## src/frdo_pkg.sv

```systemverilog
// frdo_pkg: sizes, codes and shared types of the frame ring with drop-oldest.
// No dependencies; every other file of the block but frdo_ram refers to it by scoped name.
`default_nettype none
package frdo_pkg;

	localparam int SLOTS      = 64;
	localparam int SLOT_BYTES = 2048;
	localparam int MIN_FRAME  = 14;

	localparam int SLOT_W  = $clog2(SLOTS);
	localparam int OFF_W   = $clog2(SLOT_BYTES);
	localparam int LEN_W   = $clog2(SLOT_BYTES + 1);
	localparam int STORE_DEPTH = SLOTS * SLOT_BYTES;
	localparam int ADDR_W  = $clog2(STORE_DEPTH);

	localparam int DATA_W      = 8;
	localparam int MAX_LEN_W   = 12;
	localparam int FRAME_LEN_W = 12;
	localparam int DROP_W      = 32;

	localparam int Q_DEPTH = 2;
	localparam int QPTR_W  = $clog2(Q_DEPTH);
	localparam int QCNT_W  = $clog2(Q_DEPTH + 1);

	typedef enum logic {
		OP_WRITE = 1'b0,
		OP_FETCH = 1'b1
	} op_t;

	typedef enum logic [1:0] {
		STAT_BYTE     = 2'd0,
		STAT_EMPTY    = 2'd1,
		STAT_TOO_LONG = 2'd2
	} stat_t;

	typedef struct packed {
		op_t                  op;
		logic [DATA_W-1:0]    data;
		logic                 last;
		logic [MAX_LEN_W-1:0] max_len;
	} q_entry_t;

	function automatic logic [SLOT_W-1:0] next_slot(input logic [SLOT_W-1:0] s);
		next_slot = (s == SLOT_W'(SLOTS - 1)) ? '0 : s + SLOT_W'(1);
	endfunction

	function automatic logic [ADDR_W-1:0] slot_base(input logic [SLOT_W-1:0] s);
		slot_base = ADDR_W'(s) * ADDR_W'(SLOT_BYTES);
	endfunction

endpackage
`default_nettype wire

```

## src/frdo_req_if.sv

```systemverilog
// frdo_req_if: request channel, one write or fetch word per handshake.
// Depends on frdo_pkg for field widths.
`default_nettype none
interface frdo_req_if;
	logic                           valid;
	logic                           ready;
	logic                           kind;
	logic [frdo_pkg::DATA_W-1:0]    data;
	logic                           last;
	logic [frdo_pkg::MAX_LEN_W-1:0] max_len;

	modport source (output valid, kind, data, last, max_len, input ready);
	modport sink   (input valid, kind, data, last, max_len, output ready);
endinterface
`default_nettype wire

```

## src/frdo_front.sv

```systemverilog
// frdo_front: accepts request words, tags them write or fetch, and queues them.
// Depends on frdo_pkg and frdo_req_if.
`default_nettype none
module frdo_front (
	input  wire logic       clk,
	input  wire logic       arst_n,
	frdo_req_if.sink        req,
	output frdo_pkg::q_entry_t q_item,
	output logic            q_valid,
	input  wire logic       q_pop
);
	frdo_pkg::q_entry_t              ent_q [frdo_pkg::Q_DEPTH];
	logic [frdo_pkg::QPTR_W-1:0]     wptr_q;
	logic [frdo_pkg::QPTR_W-1:0]     rptr_q;
	logic [frdo_pkg::QCNT_W-1:0]     cnt_q;
	frdo_pkg::q_entry_t              in_item;
	logic                            push;
	logic                            pop;

	function automatic logic [frdo_pkg::QPTR_W-1:0] qnext(input logic [frdo_pkg::QPTR_W-1:0] p);
		qnext = (p == frdo_pkg::QPTR_W'(frdo_pkg::Q_DEPTH - 1)) ? '0
			: p + frdo_pkg::QPTR_W'(1);
	endfunction

	always_comb begin
		in_item.op      = req.kind ? frdo_pkg::OP_FETCH : frdo_pkg::OP_WRITE;
		in_item.data    = req.data;
		in_item.last    = req.last;
		in_item.max_len = req.max_len;
	end

	assign req.ready = (cnt_q != frdo_pkg::QCNT_W'(frdo_pkg::Q_DEPTH));
	assign push      = req.valid && req.ready;
	assign q_valid   = (cnt_q != '0);
	assign pop       = q_pop && q_valid;
	assign q_item    = ent_q[rptr_q];

	always_ff @(posedge clk) begin
		if (push) begin
			ent_q[wptr_q] <= in_item;
		end
	end

	always_ff @(posedge clk or negedge arst_n) begin
		if (!arst_n) begin
			wptr_q <= '0;
			rptr_q <= '0;
			cnt_q  <= '0;
		end else begin
			if (push) begin
				wptr_q <= qnext(wptr_q);
			end
			if (pop) begin
				rptr_q <= qnext(rptr_q);
			end
			if (push && !pop) begin
				cnt_q <= cnt_q + frdo_pkg::QCNT_W'(1);
			end else if (pop && !push) begin
				cnt_q <= cnt_q - frdo_pkg::QCNT_W'(1);
			end
		end
	end
endmodule
`default_nettype wire

```

## src/flat_wrapper.sv

```systemverilog
// flat-port wrapper written by rule: the top's interface ports become plain ports
module frdo_front_flat 
  (clk, arst_n, q_item, q_valid, q_pop, req_valid, req_kind, req_data, req_last, req_max_len, req_ready);
  frdo_req_if req_i ();
  input  wire logic clk;
  input  wire logic arst_n;
  output frdo_pkg::q_entry_t q_item;
  output logic q_valid;
  input  wire logic q_pop;
  input wire logic [$bits(req_i.valid)-1:0] req_valid;
  input wire logic [$bits(req_i.kind)-1:0] req_kind;
  input wire logic [$bits(req_i.data)-1:0] req_data;
  input wire logic [$bits(req_i.last)-1:0] req_last;
  input wire logic [$bits(req_i.max_len)-1:0] req_max_len;
  output wire logic [$bits(req_i.ready)-1:0] req_ready;
  assign req_i.valid = req_valid;
  assign req_i.kind = req_kind;
  assign req_i.data = req_data;
  assign req_i.last = req_last;
  assign req_i.max_len = req_max_len;
  assign req_ready = req_i.ready;
  frdo_front u_core (.clk(clk), .arst_n(arst_n), .req(req_i), .q_item(q_item), .q_valid(q_valid), .q_pop(q_pop));
endmodule
```

## config.mk

```make
export PLATFORM = sky130hd
export DESIGN_NAME = frdo_front_flat
export DESIGN_NICKNAME = d
export VERILOG_FILES = /design/src/frdo_pkg.sv /design/src/frdo_req_if.sv /design/src/frdo_front.sv /design/src/flat_wrapper.sv
export SDC_FILE = /design/constraint.sdc
export NUM_CORES = 1
export LEC_CHECK = 0
export BUFFER_PORTS_ARGS = -buffer_cell sky130_fd_sc_hd__clkbuf_2
export CAP_MARGIN = 20
export CORE_ASPECT_RATIO = 0.7
export CORE_UTILIZATION = 50
export CTS_CLUSTER_SIZE = 16
export DETAILED_ROUTE_END_ITERATION = 10
export PLACE_DENSITY = 0.77
export SLEW_MARGIN = 15
export SYNTH_ARGS = -nofsm -noshare
export SYNTH_HDL_FRONTEND = slang
export SYNTH_SLANG_ARGS = --single-unit
```

## constraint.sdc

```tcl
create_clock -name clk -period 2.4 [get_ports clk]
set_input_delay 0.72 -clock clk [delete_from_list [all_inputs] [get_ports clk]]
set_output_delay 0.72 -clock clk [all_outputs]
set_load 0.005 [all_outputs]
```

# --- After elaboration in Yosys (flattened, before gate mapping) ---
# Memory sizes are Yosys's and may differ from the RTL's.
# Index checks and enable logic that the tools add are counted.
totals:
  inputBits: 26
  n_memories: 1
  ramBits: 44
  reg_bits: 4
op_classes:
  n_reduce_logical: 8
  n_eq_ne: 1
  addsub: 4
  mux: 7
mem_list:
  columns: ["name", "depth", "width", "read_ports", "rd_clocked_by_memory_dff", "write_ports", "line", "rtl"]
  rows:
  - ["u_core.ent_q", 2, 22, 1, 0, 1, "frdo_front.sv:12", "frdo_pkg::q_entry_t ent_q [frdo_pkg::Q_DEPTH];"]
ops:
  columns: ["op", "n"]
  rows:
  - ["$mux W1", 5]
  - ["$logic_and A1 B1 Y1", 4]
  - ["$mux W2", 2]
  - ["$reduce_bool A2 Y1", 2]
  - ["$add A1 B1 Y1 const B", 2]
  - ["$add A2 B1 Y2 const B", 1]
  - ["$logic_not A1 Y1", 2]
  - ["$ne A2 B2 Y1 const B", 1]
  - ["$sub A2 B1 Y2 const B", 1]

# --- Depth between registers and ports, before layout ---
# Gate-level depths: netlist of run 1.
depth:
  word_depth: 6
  ltp_mapped: 7
  depth_no_buf: 7

# --- Worst setup path before layout of run 1 ---
# OpenSTA, ideal clock, no wires.
synth_timing:
  path_type: "input to register"
  start: "input req_valid"
  end: "memory u_core.ent_q[0][0] in the netlist's numbering, enable pin"
  t_arrival_ns: 1.751
  t_required_ns: 1.999
  setup_ns: 0.401
  slack_ns: 0.248
  path_buffers: 0
  cell_stages: 2
  path_cell_list: "nand2_1 nor2_1"
synth_between:
  elab_chain_len: 3
synth_lines:
  columns: ["element", "line", "rtl"]
  rows:
  - ["start, declared", "flat_wrapper.sv:10", "input wire logic [$bits(req_i.valid)-1:0] req_valid;"]
  - ["$logic_and A1 B1 Y1", "frdo_front.sv:33", "assign push = req.valid && req.ready;"]
  - ["$mux W1", "frdo_front.sv:39", "if (push) begin"]
  - ["$mux W1 (implied by the code)", "frdo_front.sv:40", "ent_q[wptr_q] <= in_item;"]
  - ["end, declared", "frdo_front.sv:12", null]
# No other way between the ends.

==> results by group, run 1 <==
Outcome
  – Status: finished, final reports clean

Floorplan
  – Row count: 17
  – Die Span Y: 52.03 um
  – Core area: 3276 sq um
  – Chip width: 73.48 um
  – Initial Utilization: 0.5458
  – Die area: 3823 sq um
  – I/O Pins: 50

Synth
  – Register area share after synthesis: 0.7950
  – Share of the synthesized area in the top cell type: 0.7390
  – Top post-synthesis cells by area: edfxtp_1 (74%), mux2_2 (14%), dfrtp_1 (5.6%)
  – Yosys warning count: 0
  – Post-Synthesis Cells: 86
  – Synth Register Bits: 48
  – Syn_nets: 113
  – List of most frequent post-synthesis cells: edfxtp_1 (44), mux2_2 (22), dfrtp_1 (4), xnor2_1 (3)
  – Count leader, synth: edfxtp_1
  – Mean Syn Cell Area: 20.79 sq um
  – Synth area leader: edfxtp_1
  – Synthesized area: 1788 sq um
  – Top_reg_cell synth: edfxtp_1
  – Post-synth EDFFs: 44
  – Post-synth ARST share: 0.08333
  – Distinct cell type count of the synthesized netlist: 14

Placement
  – I/O Buffers: 49
  – Dpl cells: 186
  – Cell area after placement: 2117 sq um
  – Dpl hpwl: 2034 um
  – Gpl congestion: 0.6762
  – Dpl ws: 0.6398 ns

Setup path
  – CP required: 1.68 ns
  – Critical Path Source Type: flip-flop
  – Crit path max fanout: 13
  – Largest stage delay on the critical path: 0.37 ns
  – Slowest cell on crit path: mux2_2
  – Crit path cell chain: buf_4 > mux2_2 > clkbuf_2
  – Setup crit end kind: primary output
  – WP data arrival: 1.35 ns
  – Crit Path Category: reg2out

Pwr
  – Sw Share: 0.2758
  – Leakage: 0.8711 nW
  – Maximum VDD drop: 0.0005830 V
  – PD cells: 1128 nW/um^2
  – Register share of total power: 0.489
  – Internal power: 1.803 mW
  – Switching pwr: 686.9 uW
  – Clk pwr share: 0.189
  – Combinational fraction of design power: 0.322

Layout
  – Non-filler cells, final: 194
  – Synthesis-to-layout area growth: 23.44%
  – Fill count: 255
  – Fin util: 0.6738
  – Share of cells above drive strength 1: 0.5782
  – Antenna fix cells: 0
  – Post-route cell area: 2207 sq um
  – Net count reported at finish: 173

GRT
  – First-pass GRT wire length: 4402 um
  – Initial antenna violation count: 0
  – Largest net degree at the start of global routing: 14
  – Vias in the first global route: 994
  – Total global routing overflow: 0
  – GR Util All Layers: 0.1665

CTS
  – Post-CTS setup buffers: 0
  – Root buf cell: clkbuf_8
  – Clock Latency Late Sink: 0.29 ns
  – CTS resizes: 0
  – Hold buffers post-CTS: 0
  – H-tree lvl count: 2
  – TritonCTS Buffers: 5
  – Max clock buf depth: 2
  – CTS Sinks: 48
  – Clk slew on worst S/H paths: 0.08 ns
  – CTS tree: done

STA
  – Setup violations, final: 0
  – Clk_skew: 0.002853 ns
  – Tcrit/Tclk final: 0.8630
  – RSZ-0062 raised after global routing: no
  – Tightest Pin Transition: 0.1928 ns
  – Final Hold Fails: 0
  – Achievable Freq: 0.4828 GHz
  – Final min period: 2.071 ns
  – Setup slack after layout: 0.3288 ns
  – Slew Limit Fails: 0
  – Max_slew headroom: 0.8715
  – Setup TNS: 0 ns

Route
  – DR vias: 954
  – Vias per Instance: 4.918
  – Iter 0 DRT Violations: 43
  – Final WL: 2831 um
  – Post-route ant nets: 0
  – Wire length per cell: 14.59 um
  – Drt first pass iters: 4
  – DRC: 0

Job
  – Max cap viols: 0

Worst hold path
  – Worst Hold Class: in2async
-- cell families (layout without fill, tap and decap cells) --
group	count (synthesis)	after routing	share of synthesized area
xor+xnor	5	5	0.02450
fa+ha+maj	1	1	0.006997
buf+inv	3	64	0.01469
flops	48	48	0.7950
mux	22	22	0.1386
simple gates	7	7	0.02030
-- final timing paths --
check                      cells after the start  slack [ns]                         from                     endpoint
setup / recovery                               3        0.33    u_core.rptr_q$_DFFE_PN0P_                   q_item[13]
hold / removal                                 1        0.22                       arst_n    u_core.wptr_q$_DFFE_PN0P_
setup reg to reg                               6        0.89  u_core.cnt_q[0]$_DFFE_PN0P_  u_core.cnt_q[1]$_DFFE_PN0P_
hold reg to reg                                1        0.52    u_core.wptr_q$_DFFE_PN0P_    u_core.wptr_q$_DFFE_PN0P_
max in group asynchronous                      1        2.05                       arst_n  u_core.cnt_q[0]$_DFFE_PN0P_
min in group clk                               1        0.52    u_core.wptr_q$_DFFE_PN0P_    u_core.wptr_q$_DFFE_PN0P_
-- sequential cells by signal, indices dropped and copies added (netlist names) --
signal,cells
u_core.ent_q,44
u_core.cnt_q,2
u_core.rptr_q,1
u_core.wptr_q,1
-- power groups by stage --
stage                     clock, mW  combinational (mW)  sequential (mW)
final                         0.471               0.802             1.22
after detailed placement          0               0.809             1.24
after floorplan                   0               0.492             1.23
after global routing          0.514               0.878             1.24
after global placement            0               0.788             1.22
after CTS                     0.484               0.814             1.22
-- critical path: cells and delay by family (launching register included) --
| kind | cells | cell delay (ns) |
|---|---|---|
| flops | 1 | 0.36 |
| mux | 1 | 0.37 |
| buf+inv | 2 | 0.33 |
-- placed cells by master, fill, tap and decap left out --
| cell | instances |
|---|---|
| nand2b_1 | 1 |
| clkbuf_1 | 2 |
| nor2_2 | 1 |
| nand2_2 | 1 |
| inv_1 | 1 |
| nor2_1 | 1 |
| buf_4 | 6 |
| clkbuf_8 | 6 |
| dfrtp_1 | 4 |
| mux2_2 | 22 |
| and3_1 | 1 |
| xnor2_1 | 3 |
| or2_1 | 1 |
| nand2_1 | 1 |
| clkbuf_2 | 49 |
| xor2_1 | 2 |
| ha_1 | 1 |
| edfxtp_1 | 44 |
-- stage by stage --
stage | hold WS, ns | power, mW
floorplan | 0.4244 | 1.718
global route | 0.2122 | 2.629
CTS | 0.2164 | 2.517
finish | 0.2224 | 2.490
global placement | 0.4769 | 2.009
detailed placement | 0.4971 | 2.046
-- per-layer routing --
layer  global-route usage  up-vias  part of all wire  wire, um
met2               0.2615       39              0.49      1392
li1                     -      445                 -         -
met5                    0        -                 0         0
met4              0.08974        0             0.020        58
met3              0.07558        8             0.084       238
met1               0.1923      462              0.40      1142
-- cell type report --
cell class                      instances  area, sq um  area share
Timing Repair Buffer                   55        290.3      0.1315
Multi-Input combinational cell         35        342.8      0.1553
Inverter                                1        3.754    0.001701
Clock buffer                            8        90.09     0.04082
Tap cell                               47        58.81     0.02664
Sequential cell                        48         1421      0.6440
Power figures use the tool's default switching activity.
==> run 2: changes to the inputs <==
--- a/config.mk
+++ b/config.mk
@@ -7,7 +7,6 @@
 export LEC_CHECK = 0
 export BUFFER_PORTS_ARGS = -buffer_cell sky130_fd_sc_hd__clkbuf_2
 export CAP_MARGIN = 20
-export CORE_ASPECT_RATIO = 0.7
 export CORE_UTILIZATION = 50
 export CTS_CLUSTER_SIZE = 16
 export DETAILED_ROUTE_END_ITERATION = 10
==> run 2 against run 1 <==
Net effect: sequential share of layout area rose by 0.33 points; sequential power barely moved; worst hold slack got worse by 0.068 ns; utilization fell by 2.6 points.
==> results by group, run 2 (synthesis results as in run 1) <==
Layout
  – Largest regs: u_core.ent_q: 44 flops, u_core.cnt_q: 2 flops
  – Net count reported at finish: 173
  – Antenna fix cells: 0
  – Most common cell after layout, fill and taps aside: clkbuf_2
  – Largest reg by FF count: u_core.ent_q
  – Share of cells above drive strength 1: 0.5850
  – Synthesis-to-layout area growth: 22.81%
  – Non-filler cells, final: 193
  – Max FFs per register: 44
  – Commonest cells after routing, fill and taps aside: clkbuf_2 (49), edfxtp_1 (44), mux2_2 (22)

Route
  – Drt first pass iters: 4
  – Wire length per cell: 13.19 um
  – Iter 0 DRT Violations: 14
  – Final WL: 2546 um
  – DRC: 0
  – Post-route ant nets: 0
  – DR vias: 939
  – Vias per Instance: 4.865

Setup path
  – Crit path max fanout: 15
  – Crit Path Category: reg2out
  – Setup crit end kind: primary output
  – Reg2Reg Setup Slack: 0.86 ns
  – Reg2reg start: u_core.cnt_q[0]$_DFFE_PN0P_
  – WP data arrival: 1.43 ns
  – Worst-case reg-to-reg path depth: 7
  – CP required: 1.68 ns
  – Critical Path Source Type: flip-flop
  – Reg-to-Reg End: u_core.cnt_q[1]$_DFFE_PN0P_

STA
  – Final Hold Fails: 0
  – Tcrit/Tclk final: 0.8949
  – Slew Limit Fails: 0
  – Final min period: 2.148 ns
  – Tightest Pin Transition: 0.1976 ns
  – Clk_skew: 0.006344 ns
  – Achievable Freq: 0.4656 GHz
  – RSZ-0062 raised after global routing: no
  – Max_slew headroom: 0.8683
  – Setup TNS: 0 ns
  – Setup violations, final: 0

CTS
  – Root buf cell: clkbuf_4
  – H-tree lvl count: 2
  – CTS tree: done
  – Clk slew on worst S/H paths: 0.12 ns
  – TritonCTS Buffers: 5
  – CTS Sinks: 48
  – Clock Latency Late Sink: 0.35 ns
  – Hold buffers post-CTS: 0
  – CTS resizes: 0
  – Max clock buf depth: 2
  – Post-CTS setup buffers: 0

Pwr
  – Pwr Total: 2.449 mW
  – Internal power: 1.784 mW
  – Leakage: 0.8684 nW
  – Combinational fraction of design power: 0.323
  – Maximum VDD drop: 0.0005485 V
  – Register share of total power: 0.495
  – Switching pwr: 664.3 uW
  – Clk pwr share: 0.182
  – Sw Share: 0.2713
  – PD cells: 1115 nW/um^2

Placement
  – I/O Buffers: 49
  – Dpl cells: 185
  – Gpl congestion: 0.6390
  – Dpl hpwl: 1884 um

GRT
  – Initial antenna violation count: 0
  – First-pass GRT wire length: 3946 um
  – Largest net degree at the start of global routing: 16
  – Total global routing overflow: 0
  – GR Util All Layers: 0.1552
  – Vias in the first global route: 920

Floorplan
  – Die Span Y: 61.80 um
  – Core area: 3390 sq um
  – Initial Utilization: 0.5275
  – I/O Pins: 50
  – Chip width: 61.80 um
  – Row count: 21
  – Die area: 3819 sq um

Job
  – Max cap viols: 0

Outcome
  – Status: finished, final reports clean

Worst hold path
  – Worst Hold Class: in2async
-- run 2: how the worst max path moves through the flow --
stage                                         start                      endpoint  slack [ns]
after detailed placement  u_core.rptr_q$_DFFE_PN0P_                     q_item[8]        0.63
after floorplan                           req_valid  u_core.ent_q[0][0]$_DFFE_PP_        0.25
after CTS                 u_core.rptr_q$_DFFE_PN0P_                     q_item[8]        0.22
after global placement    u_core.rptr_q$_DFFE_PN0P_                     q_item[8]        0.65
final                     u_core.rptr_q$_DFFE_PN0P_                     q_item[8]        0.25
after global routing      u_core.rptr_q$_DFFE_PN0P_                    q_item[11]        0.16
-- run 2: layer usage --
layer  up-vias  global-route usage  routed length, um
met4         0             0.07619                 54
met5         -                   0                  0
li1        452                   -                  -
met3         6             0.07039                231
met1       441              0.1606                997
met2        40              0.2673               1262
-- run 2: critical path, cell delays in order (launching register included) --
cell and delay (ns):
dfrtp_1 0.37, buf_4 0.23, mux2_2 0.37, clkbuf_2 0.11
-- run 2: metrics by stage --
step                      setup WS (ns)  hold WS [ns]  cell area [sq um]    util
after floorplan                  0.2484        0.4244               1788       -
after global placement           0.6484        0.4707               2116  0.6242
after detailed placement         0.6325        0.5034               2116  0.6242
after CTS                        0.2218        0.1366               2196  0.6478
after global routing             0.1573        0.1245               2196  0.6478
final                            0.2521        0.1539               2196  0.6478
-- run 2: layout make-up --
type	instances	area (sq um)
well taps	46	57.56
fillers	249	1194
clock buffers	5	37.54
multi-input cells	35	342.8
flip-flops and latches	48	1421
clock inverters	3	42.54
inverters	1	3.754
repair buffers	55	290.3
-- run 2: power groups by stage --
stage	Clock (mW)	Combinational [mW]	Sequential, mW
finish	0.446	0.790	1.21
floorplan	0	0.492	1.23
CTS	0.466	0.812	1.21
global route	0.490	0.884	1.24
detailed placement	0	0.806	1.23
global placement	0	0.789	1.22
